<file path="src/sv/cds_pkg.sv">
// Package for the calendar date shift block.
// Holds field widths, command codes, state codes and the Gregorian month table.
// No dependencies.
package cds_pkg;

  localparam int unsigned YEAR_W  = 14;
  localparam int unsigned MONTH_W = 4;
  localparam int unsigned DAY_W   = 5;
  localparam int unsigned DELTA_W = 21;
  // Day offset within a month plus the largest delta, with headroom for one carry.
  localparam int unsigned ACC_W   = 23;
  localparam int unsigned Y400_W  = 9;

  localparam int unsigned MAX_YEAR   = 9999;
  localparam int unsigned YEAR_CYCLE = 400;
  localparam int unsigned CENTURY    = 100;
  localparam int unsigned LAST_MONTH = 12;

  typedef enum logic [1:0] {
    CMD_LOAD  = 2'd0,
    CMD_SHIFT = 2'd1,
    CMD_CMP   = 2'd2,
    CMD_NOP   = 2'd3
  } cmd_e;

  typedef enum logic [5:0] {
    S_IDLE   = 6'b000001,
    S_REDUCE = 6'b000010,
    S_CHECK  = 6'b000100,
    S_INIT   = 6'b001000,
    S_WALK   = 6'b010000,
    S_DONE   = 6'b100000
  } state_e;

  // Leap test on the year taken modulo 400.
  function automatic logic is_leap(input logic [Y400_W-1:0] y400);
    logic four;
    logic cent;
    four = (y400[1:0] == 2'b00);
    cent = (y400 == Y400_W'(CENTURY)) || (y400 == Y400_W'(2 * CENTURY)) ||
           (y400 == Y400_W'(3 * CENTURY));
    return four && !cent;
  endfunction

  // Length of a month; months outside 1..12 have length zero.
  function automatic logic [DAY_W-1:0] month_len(input logic [MONTH_W-1:0] m,
                                                 input logic leap);
    logic [DAY_W-1:0] len;
    unique case (m)
      4'd1, 4'd3, 4'd5, 4'd7, 4'd8, 4'd10, 4'd12: len = DAY_W'(31);
      4'd4, 4'd6, 4'd9, 4'd11:                    len = DAY_W'(30);
      4'd2:                                       len = leap ? DAY_W'(29) : DAY_W'(28);
      default:                                    len = '0;
    endcase
    return len;
  endfunction

endpackage

</file>
<file path="src/sv/calendar_date_shift.sv">
// Top level of the calendar date shift block: sequencer, held date and result register.
// Depends on cds_pkg and cds_addsub.

// The block holds one Gregorian date (years 0 to 9999, year 0 a leap year) and
// answers every input beat with exactly one result beat carrying the held date.
// Load reduces the year modulo 400 by repeated subtraction in the shared adder,
// one step per cycle, to settle the leap rule. Shift takes that reduction (at
// most 25 steps for a held year up to 9999) and then walks the offset month by
// month in either direction in the shared adder. Compare and the unused command
// code skip the adder and go straight to the done state. Input stall is high
// while an item is in work; a finished result waits in the output register.
module calendar_date_shift (
  input  logic                             clk_i,
  input  logic                             rst_ni,
  input  logic                             in_valid_i,
  output logic                             in_stall_o,
  input  logic [1:0]                       cmd_i,
  input  logic [cds_pkg::YEAR_W-1:0]       date_year_i,
  input  logic [cds_pkg::MONTH_W-1:0]      date_month_i,
  input  logic [cds_pkg::DAY_W-1:0]        date_day_i,
  input  logic signed [cds_pkg::DELTA_W-1:0] day_delta_i,
  output logic                             out_valid_o,
  input  logic                             out_stall_i,
  output logic [cds_pkg::YEAR_W-1:0]       cur_year_o,
  output logic [cds_pkg::MONTH_W-1:0]      cur_month_o,
  output logic [cds_pkg::DAY_W-1:0]        cur_day_o,
  output logic                             is_later_o,
  output logic                             is_equal_o,
  output logic                             rejected_o
);

  localparam int unsigned YW  = cds_pkg::YEAR_W;
  localparam int unsigned MW  = cds_pkg::MONTH_W;
  localparam int unsigned DW  = cds_pkg::DAY_W;
  localparam int unsigned AW  = cds_pkg::ACC_W;
  localparam int unsigned QW  = cds_pkg::Y400_W;

  cds_pkg::state_e state_q, state_d;

  logic [YW-1:0] held_year_q, held_year_d;
  logic [MW-1:0] held_month_q, held_month_d;
  logic [DW-1:0] held_day_q, held_day_d;

  cds_pkg::cmd_e                       cmd_q, cmd_d;
  logic [YW-1:0]                       cap_year_q, cap_year_d;
  logic [MW-1:0]                       cap_month_q, cap_month_d;
  logic [DW-1:0]                       cap_day_q, cap_day_d;
  logic signed [cds_pkg::DELTA_W-1:0]  delta_q, delta_d;

  logic [YW-1:0]        acc_q, acc_d;
  logic signed [AW-1:0] r_q, r_d;
  logic [YW-1:0]        wy_q, wy_d;
  logic [MW-1:0]        wm_q, wm_d;
  logic [QW-1:0]        y400_q, y400_d;

  logic later_q, later_d, equal_q, equal_d, rej_q, rej_d;

  logic          out_valid_q, out_valid_d;
  logic [YW-1:0] out_year_q, out_year_d;
  logic [MW-1:0] out_month_q, out_month_d;
  logic [DW-1:0] out_day_q, out_day_d;
  logic          out_later_q, out_later_d, out_equal_q, out_equal_d, out_rej_q, out_rej_d;

  logic signed [AW-1:0] alu_a, alu_b, alu_sum;
  logic                 alu_sub, alu_neg;

  logic [MW-1:0] prev_month;
  logic [DW-1:0] cur_len, prev_len, cap_len, day_m1;
  logic          leap_w, load_ok;

  cds_addsub u_addsub (
    .a_i   (alu_a),
    .b_i   (alu_b),
    .sub_i (alu_sub),
    .sum_o (alu_sum),
    .neg_o (alu_neg)
  );

  assign leap_w     = cds_pkg::is_leap(y400_q);
  assign prev_month = (wm_q == MW'(1)) ? MW'(cds_pkg::LAST_MONTH) : (wm_q - MW'(1));
  assign cur_len    = cds_pkg::month_len(wm_q, leap_w);
  assign prev_len   = cds_pkg::month_len(prev_month, leap_w);
  assign cap_len    = cds_pkg::month_len(cap_month_q, cds_pkg::is_leap(acc_q[QW-1:0]));
  assign day_m1     = held_day_q - DW'(1);
  assign load_ok    = (cap_year_q <= YW'(cds_pkg::MAX_YEAR)) &&
                      (cap_month_q != '0) && (cap_month_q <= MW'(cds_pkg::LAST_MONTH)) &&
                      (cap_day_q != '0) && (cap_day_q <= cap_len);

  // Operand selection for the shared adder.
  always_comb begin
    alu_a   = r_q;
    alu_b   = '0;
    alu_sub = 1'b0;
    unique case (state_q)
      cds_pkg::S_REDUCE: begin
        alu_a   = {{(AW-YW){1'b0}}, acc_q};
        alu_b   = AW'(cds_pkg::YEAR_CYCLE);
        alu_sub = 1'b1;
      end
      cds_pkg::S_INIT: begin
        alu_a   = AW'(delta_q);
        alu_b   = {{(AW-DW){1'b0}}, day_m1};
        alu_sub = 1'b0;
      end
      cds_pkg::S_WALK: begin
        alu_a = r_q;
        if (r_q[AW-1]) begin
          alu_b   = {{(AW-DW){1'b0}}, prev_len};
          alu_sub = 1'b0;
        end else begin
          alu_b   = {{(AW-DW){1'b0}}, cur_len};
          alu_sub = 1'b1;
        end
      end
      default: begin
        alu_a   = r_q;
        alu_b   = '0;
        alu_sub = 1'b0;
      end
    endcase
  end

  always_comb begin
    state_d      = state_q;
    held_year_d  = held_year_q;
    held_month_d = held_month_q;
    held_day_d   = held_day_q;
    cmd_d        = cmd_q;
    cap_year_d   = cap_year_q;
    cap_month_d  = cap_month_q;
    cap_day_d    = cap_day_q;
    delta_d      = delta_q;
    acc_d        = acc_q;
    r_d          = r_q;
    wy_d         = wy_q;
    wm_d         = wm_q;
    y400_d       = y400_q;
    later_d      = later_q;
    equal_d      = equal_q;
    rej_d        = rej_q;
    out_valid_d  = out_valid_q && out_stall_i;
    out_year_d   = out_year_q;
    out_month_d  = out_month_q;
    out_day_d    = out_day_q;
    out_later_d  = out_later_q;
    out_equal_d  = out_equal_q;
    out_rej_d    = out_rej_q;

    unique case (state_q)
      cds_pkg::S_IDLE: begin
        if (in_valid_i) begin
          cmd_d       = cds_pkg::cmd_e'(cmd_i);
          cap_year_d  = date_year_i;
          cap_month_d = date_month_i;
          cap_day_d   = date_day_i;
          delta_d     = day_delta_i;
          later_d     = 1'b0;
          equal_d     = 1'b0;
          rej_d       = 1'b0;
          unique case (cds_pkg::cmd_e'(cmd_i))
            cds_pkg::CMD_LOAD: begin
              acc_d   = date_year_i;
              state_d = cds_pkg::S_REDUCE;
            end
            cds_pkg::CMD_SHIFT: begin
              acc_d   = held_year_q;
              state_d = cds_pkg::S_REDUCE;
            end
            cds_pkg::CMD_CMP: begin
              later_d = (held_year_q > date_year_i) ||
                        ((held_year_q == date_year_i) &&
                         ((held_month_q > date_month_i) ||
                          ((held_month_q == date_month_i) && (held_day_q > date_day_i))));
              equal_d = (held_year_q == date_year_i) && (held_month_q == date_month_i) &&
                        (held_day_q == date_day_i);
              state_d = cds_pkg::S_DONE;
            end
            cds_pkg::CMD_NOP: begin
              state_d = cds_pkg::S_DONE;
            end
          endcase
        end
      end
      cds_pkg::S_REDUCE: begin
        if (!alu_neg) begin
          acc_d = alu_sum[YW-1:0];
        end else if (cmd_q == cds_pkg::CMD_LOAD) begin
          state_d = cds_pkg::S_CHECK;
        end else begin
          state_d = cds_pkg::S_INIT;
        end
      end
      cds_pkg::S_CHECK: begin
        if (load_ok) begin
          held_year_d  = cap_year_q;
          held_month_d = cap_month_q;
          held_day_d   = cap_day_q;
        end
        rej_d   = !load_ok;
        state_d = cds_pkg::S_DONE;
      end
      cds_pkg::S_INIT: begin
        r_d     = alu_sum;
        wy_d    = held_year_q;
        wm_d    = held_month_q;
        y400_d  = acc_q[QW-1:0];
        state_d = cds_pkg::S_WALK;
      end
      cds_pkg::S_WALK: begin
        if (r_q[AW-1]) begin
          // Step back into the previous month; January of year 0 has nowhere to go.
          if ((wm_q == MW'(1)) && (wy_q == '0)) begin
            rej_d   = 1'b1;
            state_d = cds_pkg::S_DONE;
          end else begin
            r_d  = alu_sum;
            wm_d = prev_month;
            if (wm_q == MW'(1)) begin
              wy_d   = wy_q - YW'(1);
              y400_d = (y400_q == '0) ? QW'(cds_pkg::YEAR_CYCLE - 1) : (y400_q - QW'(1));
            end
          end
        end else if (!alu_neg) begin
          // Offset runs past this month: carry into the next one.
          if ((wm_q == MW'(cds_pkg::LAST_MONTH)) && (wy_q == YW'(cds_pkg::MAX_YEAR))) begin
            rej_d   = 1'b1;
            state_d = cds_pkg::S_DONE;
          end else begin
            r_d = alu_sum;
            if (wm_q == MW'(cds_pkg::LAST_MONTH)) begin
              wm_d   = MW'(1);
              wy_d   = wy_q + YW'(1);
              y400_d = (y400_q == QW'(cds_pkg::YEAR_CYCLE - 1)) ? '0 : (y400_q + QW'(1));
            end else begin
              wm_d = wm_q + MW'(1);
            end
          end
        end else begin
          held_year_d  = wy_q;
          held_month_d = wm_q;
          held_day_d   = r_q[DW-1:0] + DW'(1);
          state_d      = cds_pkg::S_DONE;
        end
      end
      cds_pkg::S_DONE: begin
        if (!out_valid_q || !out_stall_i) begin
          out_valid_d = 1'b1;
          out_year_d  = held_year_q;
          out_month_d = held_month_q;
          out_day_d   = held_day_q;
          out_later_d = later_q;
          out_equal_d = equal_q;
          out_rej_d   = rej_q;
          state_d     = cds_pkg::S_IDLE;
        end
      end
      default: begin
        state_d = cds_pkg::S_IDLE;
      end
    endcase
  end

  always_ff @(posedge clk_i or negedge rst_ni) begin
    if (!rst_ni) begin
      state_q      <= cds_pkg::S_IDLE;
      held_year_q  <= '0;
      held_month_q <= MW'(1);
      held_day_q   <= DW'(1);
      out_valid_q  <= 1'b0;
    end else begin
      state_q      <= state_d;
      held_year_q  <= held_year_d;
      held_month_q <= held_month_d;
      held_day_q   <= held_day_d;
      out_valid_q  <= out_valid_d;
    end
  end

  always_ff @(posedge clk_i) begin
    cmd_q       <= cmd_d;
    cap_year_q  <= cap_year_d;
    cap_month_q <= cap_month_d;
    cap_day_q   <= cap_day_d;
    delta_q     <= delta_d;
    acc_q       <= acc_d;
    r_q         <= r_d;
    wy_q        <= wy_d;
    wm_q        <= wm_d;
    y400_q      <= y400_d;
    later_q     <= later_d;
    equal_q     <= equal_d;
    rej_q       <= rej_d;
    out_year_q  <= out_year_d;
    out_month_q <= out_month_d;
    out_day_q   <= out_day_d;
    out_later_q <= out_later_d;
    out_equal_q <= out_equal_d;
    out_rej_q   <= out_rej_d;
  end

  assign in_stall_o  = (state_q != cds_pkg::S_IDLE);
  assign out_valid_o = out_valid_q;
  assign cur_year_o  = out_year_q;
  assign cur_month_o = out_month_q;
  assign cur_day_o   = out_day_q;
  assign is_later_o  = out_later_q;
  assign is_equal_o  = out_equal_q;
  assign rejected_o  = out_rej_q;

`ifndef ASSERT_OFF
  a_state_onehot: assert property (@(posedge clk_i) disable iff (!rst_ni)
    $onehot(state_q))
    else $error("sequencer state is not one-hot");

  a_busy_after_accept: assert property (@(posedge clk_i) disable iff (!rst_ni)
    (in_valid_i && !in_stall_o) |=> (state_q != cds_pkg::S_IDLE))
    else $error("accepted beat did not start work");

  a_held_date_range: assert property (@(posedge clk_i) disable iff (!rst_ni)
    (held_year_q <= YW'(cds_pkg::MAX_YEAR)) && (held_month_q != '0) &&
    (held_month_q <= MW'(cds_pkg::LAST_MONTH)) && (held_day_q != '0))
    else $error("held date left its legal range");

  a_flags_exclusive: assert property (@(posedge clk_i) disable iff (!rst_ni)
    out_valid_q |-> !(out_later_q && out_equal_q) && !(out_rej_q && (out_later_q || out_equal_q)))
    else $error("result flags contradict each other");

  a_reject_keeps_date: assert property (@(posedge clk_i) disable iff (!rst_ni)
    ((state_q == cds_pkg::S_WALK) && (state_d == cds_pkg::S_DONE) && rej_d) |=>
    $stable(held_year_q) && $stable(held_month_q) && $stable(held_day_q))
    else $error("rejected shift changed the held date");
`endif

endmodule

</file>
<file path="src/sv/cds_addsub.sv">
// Shared add/subtract unit of the calendar date shift block.
// Depends on cds_pkg for the datapath width.
module cds_addsub (
  input  logic signed [cds_pkg::ACC_W-1:0] a_i,
  input  logic signed [cds_pkg::ACC_W-1:0] b_i,
  input  logic                             sub_i,
  output logic signed [cds_pkg::ACC_W-1:0] sum_o,
  output logic                             neg_o
);

  assign sum_o = sub_i ? (a_i - b_i) : (a_i + b_i);
  assign neg_o = sum_o[cds_pkg::ACC_W-1];

endmodule
</file>
<file path="config.mk">
export PLATFORM = sky130hd
export DESIGN_NAME = calendar_date_shift
export DESIGN_NICKNAME = d
export VERILOG_FILES = /design/src/sv/cds_pkg.sv /design/src/sv/calendar_date_shift.sv /design/src/sv/cds_addsub.sv
export SDC_FILE = /design/constraint.sdc
export NUM_CORES = 1
export LEC_CHECK = 0
export BUFFER_PORTS_ARGS = -buffer_cell sky130_fd_sc_hd__buf_4
export CORE_AREA = 3 3 176 160
export DETAILED_ROUTE_END_ITERATION = 8
export DIE_AREA = 0 0 179 163
export GPL_TIMING_DRIVEN = 0
export PLACE_DENSITY = 0.65
export SYNTH_ARGS = -nofsm -noshare
export SYNTH_HDL_FRONTEND = slang
export SYNTH_SLANG_ARGS = --single-unit
</file>
<file path="constraint.sdc">
create_clock -name clk_i -period 18.9 [get_ports clk_i]
set_input_delay 0.945 -clock clk_i [delete_from_list [all_inputs] [get_ports clk_i]]
set_output_delay 0.945 -clock clk_i [all_outputs]
set_load 0.01 [all_outputs]
</file>
# [Word level (Yosys, flattened, before mapping)]
# Index checks and enable logic that the tools add are counted.
[word_totals] register_bits=169 inputBits=50 output_inout_bits=28 wordCells=240
[classes] addsub=10 order_cmp=6 n_eq_ne=73 muxes=73 reduce_logical=53
[op_table] cell="14-bit two-way mux" n=11
[op_table] cell="14-bit one-hot mux with 2 select lines" n=4
[op_table] cell="23-bit one-hot mux with 2 select lines" n=2
[op_table] cell="9-bit two-way mux" n=8
[op_table] cell="23-bit two-way mux" n=3
[op_table] cell="4-bit equality test (second input constant)" n=15
[op_table] cell="4-bit by 3-bit equality test with 1-bit output (second input constant)" n=12
[op_table] cell="5-bit one-hot mux with 3 select lines" n=3
[op_table] cell="22-bit two-way mux" n=2
[op_table] cell="6-bit two-way mux" n=7
[op_table] cell="4-bit two-way mux" n=10
[op_table] cell="6-bit one-hot mux with 6 select lines" n=1
[op_table] cell="9-bit equality test (second input constant)" n=3
[op_table] cell="9-bit one-hot mux with 3 select lines" n=1
[op_table] cell="4-bit by 2-bit equality test with 1-bit output (second input constant)" n=6
[op_table] cell="23-bit by 10-bit adder with 23-bit output" n=1
[op_table] cell="23-bit by 10-bit subtractor with 23-bit output" n=1
[op_table] cell="3-bit inequality test (second input constant)" n=7
[op_table] cell="7-bit OR reduction" n=3
[op_table] cell="5-bit two-way mux" n=4
[op_table] cell="9-bit by 7-bit equality test with 1-bit output (second input constant)" n=2
[op_table] cell="9-bit by 8-bit equality test with 1-bit output (second input constant)" n=2
[op_table] cell="9-bit one-hot mux with 2 select lines" n=1
[op_table] cell="4-bit one-hot mux with 2 select lines" n=2
[op_table] cell="52 further kinds" n=104

# [Depth between registers and ports, before layout]
[depth] ltp_word=15 ltp_mapped=24 depth_no_buf=22

# [Cells and area by module]
# A second synthesis with hierarchy kept.
[unflattened] hier_cells=1138 hier_area_um2=11140.7
[by_module_without_submodules] module="calendar_date_shift" instances=1 cells_each=897 area_each_um2=9419.0 seq_area_each_um2=4928.5
[by_module_without_submodules] module="cds_addsub" instances=1 cells_each=241 area_each_um2=1721.7 seq_area_each_um2=0.0

# [Least setup slack after synthesis]
# Ideal clock, no wire load.
[synth_path] kind="flip-flop to flip-flop" start="reg wm_q[1]" end="reg r_q[0], enable pin" setup_time_ns=0.445 arrival_time_ns=6.703 required_time_ns=18.455 path_slack_ns=11.752 path_stages_with_launch=22 n_path_buf=0 synth_period_minus_slack_ns=7.148 cell_sequence="edfxtp_1 > inv_1 > ha_1 > o21ba_2 > o31ai_1 > mux2i_1 > a211oi_1 > a211oi_1 > a21boi_0 > nand4_1 > nor2_1 > ha_1 > a21oi_1 > ha_1 > o21ai_0 > nand2_1 > and4bb_2 > o21ai_1 > a311oi_1 > xnor2_2 > xnor2_1 > o21ai_0"
[synth_between] elab_chain_cells=11 elab_cells_between_ends=43 classes_between="add/sub (3); eq/ne (27); mux (6); reduce/logical (7)"
[synth_rtl] item="from (decl)" line="calendar_date_shift.sv:53" source="logic [MW-1:0] wm_q, wm_d;"
[synth_rtl] item="from (signal assigned)" line="calendar_date_shift.sv:288" source="wm_q <= wm_d;"
[synth_rtl] item="4-bit by 1-bit subtractor with 4-bit output / 4-bit by 1-bit equality test with 1-bit output (equally long branches)" line="calendar_date_shift.sv:80, cds_pkg.sv:49, calendar_date_shift.sv:212"
[synth_rtl] item="4-bit two-way mux" line="calendar_date_shift.sv:80" source="assign prev_month = (wm_q == MW'(1)) ? MW'(cds_pkg::LAST_MONTH) : (wm_q - MW'(1));"
[synth_rtl] item="4-bit by 1-bit equality test with 1-bit output, or another cell as far along" line="cds_pkg.sv:49" source="unique case (m)"
[synth_rtl] item="7-bit OR reduction / 4-bit OR reduction (equally long branches)" line="cds_pkg.sv:49"
[synth_rtl] item="5-bit one-hot mux with 3 select lines" line="cds_pkg.sv:49"
[synth_rtl] item="5-bit two-way mux" line="calendar_date_shift.sv:107" source="if (r_q[AW-1]) begin"
[synth_rtl] item="9-bit one-hot mux with 3 select lines" line="calendar_date_shift.sv:94" source="unique case (state_q)"
[synth_rtl] item="23-bit by 10-bit adder with 23-bit output / 23-bit by 10-bit subtractor with 23-bit output (equally long branches)" line="cds_addsub.sv:11" source="assign sum_o = sub_i ? (a_i - b_i) : (a_i + b_i);"
[synth_rtl] item="23-bit two-way mux" line="cds_addsub.sv:11"
[synth_rtl] item="3-bit inequality test (no source line)"
[synth_rtl] item="4-bit AND reduction (no source line) *"
[synth_rtl] item="to (signal assigned)" line="calendar_date_shift.sv:286" source="r_q <= r_d;"
[synth_rtl] item="to (decl)" line="calendar_date_shift.sv:51" source="logic signed [AW-1:0] r_q, r_d;"
# Every way passes the cells marked *; elsewhere a longest branch is shown, timed or not.
# A chain may end at the register's enable or synchronous reset.

# [Final worst setup path]
[layout_path] start="reg wm_q[1]" end="reg wy_q[12], enable pin"
[layout_between] elab_chain_cells=11 elab_cells_between_ends=45 classes_between="add/sub (3); eq/ne (29); mux (6); reduce/logical (7)"
[layout_rtl] item="4-bit by 1-bit subtractor with 4-bit output / 4-bit by 1-bit equality test with 1-bit output (equally long branches)" line="calendar_date_shift.sv:80, cds_pkg.sv:49, calendar_date_shift.sv:212"
[layout_rtl] item="4-bit two-way mux" line="calendar_date_shift.sv:80"
[layout_rtl] item="4-bit by 1-bit equality test with 1-bit output, or another cell as far along" line="cds_pkg.sv:49"
[layout_rtl] item="7-bit OR reduction / 4-bit OR reduction (equally long branches)" line="cds_pkg.sv:49"
[layout_rtl] item="5-bit one-hot mux with 3 select lines" line="cds_pkg.sv:49"
[layout_rtl] item="5-bit two-way mux" line="calendar_date_shift.sv:107"
[layout_rtl] item="9-bit one-hot mux with 3 select lines" line="calendar_date_shift.sv:94"
[layout_rtl] item="23-bit by 10-bit adder with 23-bit output / 23-bit by 10-bit subtractor with 23-bit output (equally long branches)" line="cds_addsub.sv:11"
[layout_rtl] item="23-bit two-way mux" line="cds_addsub.sv:11"
[layout_rtl] item="3-bit inequality test (no source line)"
[layout_rtl] item="6-bit AND reduction (no source line) *"
[layout_rtl] item="to (signal assigned)" line="calendar_date_shift.sv:287" source="wy_q <= wy_d;"
[layout_rtl] item="to (decl)" line="calendar_date_shift.sv:52" source="logic [YW-1:0] wy_q, wy_d;"
# Marks and branches as above.

==> impl_results.md <==
* Final Cycle Share at 39.9%
* Synth top cells by count: nand2_1, edfxtp_1, nor2_1, o21ai_0, ha_1
* Pins Over Slew Limit at 0
* Number of synthesized flops with an enable pin at 139
* Post-DP HPWL at around 23,000 um
* First-pass DRT Iterations at 7
* Setup-failing EPs final at 0
* Area growth syn-to-layout at 15.7%
* CP required at approximately 19 ns
* Pwr dens at between 100 and 150 nW/um^2
* Register area share after synthesis at a little under half
* Cell Area, Placed at between 10,000 and 15,000 um^2
* Port Buffer Count at 77
* Core area at 26,300 um^2
* CTS Buffer Depth at 2
* CTS Root Cell: clkbuf_16
* Critical Path Source Type: register
* Register-to-register path setup slack at roughly 11 ns
* DR iter-0 viols at around 880
* H-tree Lvls at 4
* F_max at 133 MHz
* Remaining global-route overflow at 0
* Worst slew margin at about a third
* RSZ-0062 raised after global routing: no
* Starting density of the core at between 40% and 50%
* Max Clock Skew at between 0.015 and 0.02 ns
* Min-Delay Endpoint: is_equal_o
* Number of diodes at 0
* Pleak at approximately 5 nW
* Startpoint of the worst register-to-register path: wm_q[1]
* Num CTS Buffers at 17
* Hold buffer count at CTS at 0
* Nets at 1,282
* Most area-hungry cell type in the Yosys netlist: edfxtp_1
* Mean routed wirelength per cell at 20.7 um
* R2r endpoint: wy_q[12]
* Final hold violations at 0
* Max Cap Viol at 0
* Worst hold path type: reg -> reg
* Final cell count without fillers at roughly 1.5k
* Min Clock Period, post-route at 7.54 ns
* Peak VDD IR at between 50 and 60 uV
* Count leader, synth: nand2_1
* First-pass GRT wire length at just under 50,000 um
* FILL cells at roughly 2.5k
* Routed WL at roughly 31,000 um
* IO Count at between 70 and 80
* Reg area at just under 5000 um^2
* Top cells by area, synth: edfxtp_1, ha_1, dfrtp_1
* Post-synth ARST share at approximately 18%
* Final Util at a little under half
* Distinct cell type count after synthesis at between 70 and 80
* Vias in the first global route at ~8.2k
* Yosys Warn Count at 0
* Critical Path Fanout Max at 23
* Setup TNS at 0 ns
* Antenna violations before repair at 0
* Reg2reg path depth at 19
* Via count at 8,579
* CTS tree: built
* Syn Inst Count at between 1k and 1.5k
* Status: finished, final reports clean
* Area share of the largest cell type after synthesis at between 30 and 40%
* Slew @ Worst Pin at approximately 1 ns
* Clock transition at path regs at ~0.070 ns
* Post-Place Cells at ~1.5k
* Post_cts resized at 0
* Design area at 12,200 um^2
* Critical Path Sink Type: register
* Avg Inst Size Synth at roughly 10 um^2
* Final Wtd Congestion at about 0.95
* Die Width at roughly 180 um
* Die area at a little under 30,000 um^2
* Largest net degree at the start of global routing at 32
* Worst hold stages at 0
* Rows at 56
* #FFs+latches synth at about 170
* Most used DFF post-synth: edfxtp_1
* GRT Util Overall at a little over a fifth
* # DRC at 0
* Multi-input gate area at approximately 5300 um^2
* Worst hold path startpoint: equal_q
* Antenna Violating Nets Remaining at 0
* Num Clock Sinks at ~170
* Setup Fix Bufs, Post-CTS at 0
* Critical path class: reg -> reg
* Layout cell share with drive strength beyond 1 at 13.6%
* Synthesized area at about 11,000 um^2
* Vias per cell at 5.67
* Crit path arrival time at ~7.6 ns
* Later-pin clock latency in the skew report at roughly 0.44 ns
* Syn nets at roughly 1.2k
* Die height at 163 um
==> worst max-delay path, cell delays in order, from the launching register on <==
cell      delay, ns
edfxtp_1       0.54
inv_1          0.22
ha_1           0.37
o21ba_2        0.21
o31ai_1        0.60
mux2i_1        0.28
a211oi_1       0.12
a211oi_1       0.71
a21boi_0       0.47
nand4_1        0.33
o21ai_0        0.51
ha_1           0.30
o21a_1         0.15
o211ai_1       0.09
and4bb_2       0.33
o21ai_1        0.12
a311oi_1       0.52
xor2_1         0.54
nand3_1        0.16
nand3_2        0.57
==> worst max path at each step <==
stage               slack (ns)  startpoint  endpoint  depth (start not counted)
floorplan                11.75     wm_q[1]    r_q[0]                         21
finish                   11.36     wm_q[1]  wy_q[12]                         19
global placement          8.93     wm_q[1]   r_q[10]                         19
CTS                      10.91     wm_q[1]   wy_q[0]                         19
detailed placement       10.95     wm_q[1]   wy_q[6]                         19
global route             10.83     wm_q[1]   wy_q[0]                         19
==> logic make-up (layout without fill, tap and decap cells) <==
| family | after synthesis | after routing | synth area share, % |
|---|---|---|---|
| and+or+nand+nor | 352 | 352 | 15.6 |
| AOI/OAI and AO/OA | 282 | 282 | 17.4 |
| DFF | 169 | 169 | 46.8 |
| buffers and inverters | 95 | 207 | 3.64 |
| adders and majority gates | 79 | 79 | 9.53 |
| xor gates and xnor gates | 51 | 51 | 4.31 |
| muxes | 26 | 26 | 2.72 |
==> flip-flops by register name, indices dropped and copies added (netlist names), 2 cells and up <==
| signal | cells |
|---|---|
| state_q | 6 |
| cmd_q | 2 |
| wm_q | 4 |
| held_month_q | 4 |
| cur_month_o | 4 |
| cap_month_q | 4 |
| acc_q | 14 |
| cap_year_q | 14 |
| held_year_q | 14 |
| cur_year_o | 14 |
| wy_q | 14 |
| cur_day_o | 5 |
| y400_q | 9 |
| cap_day_q | 5 |
| r_q | 23 |
| held_day_q | 5 |
| delta_q | 21 |
==> cell type report <==
cell class	instances	area share (%)
inverters	53	1.63
multi-input cells	790	43.1
flip-flops and latches	169	40.4
well taps	348	3.57
clock inverters	13	0.903
clock buffers	19	3.55
repair buffers	80	5.30
plain buffers	42	1.51
==> report_power, final <==
group	switching, mW	internal [mW]
clock network	0.168	0.172
logic	0.441	0.298
registers	0.0607	0.529
==> per-stage QoR <==
stage	hold slack, ns	power, mW	worst slack (ns)
floorplan	0.400	1.10	11.75
global placement	0.408	1.29	8.93
finish	0.420	1.67	11.36
detailed placement	0.405	1.32	10.95
global route	0.433	1.78	10.83
CTS	0.421	1.66	10.91
==> layer usage <==
layer  vias up  GRT usage, %  share of wire [%]
met5         -             0                  0
met4         0          6.76                2.2
met3        44          3.03                6.9
met2       326          32.7                 44
met1      4139          32.5                 47
li1       4070             -                  -
==> placed cells by master, fill, tap and decap left out, drive strengths merged, types with 10 or more instances in the layout <==
master,count
o21ai,82
a21oi,60
inv,58
a22o,10
o21a,16
dfrtp,27
o31ai,10
a211oi,13
ha,77
nor3,13
mux2,21
xor2,24
nand2,152
clkbuf,53
nor2b,22
buf,88
nor2,80
a21o,14
xnor2,27
nand3,25
a22oi,19
nand4,10
a31oi,11
edfxtp,139
No activity file was read; power rests on OpenSTA's default activity.
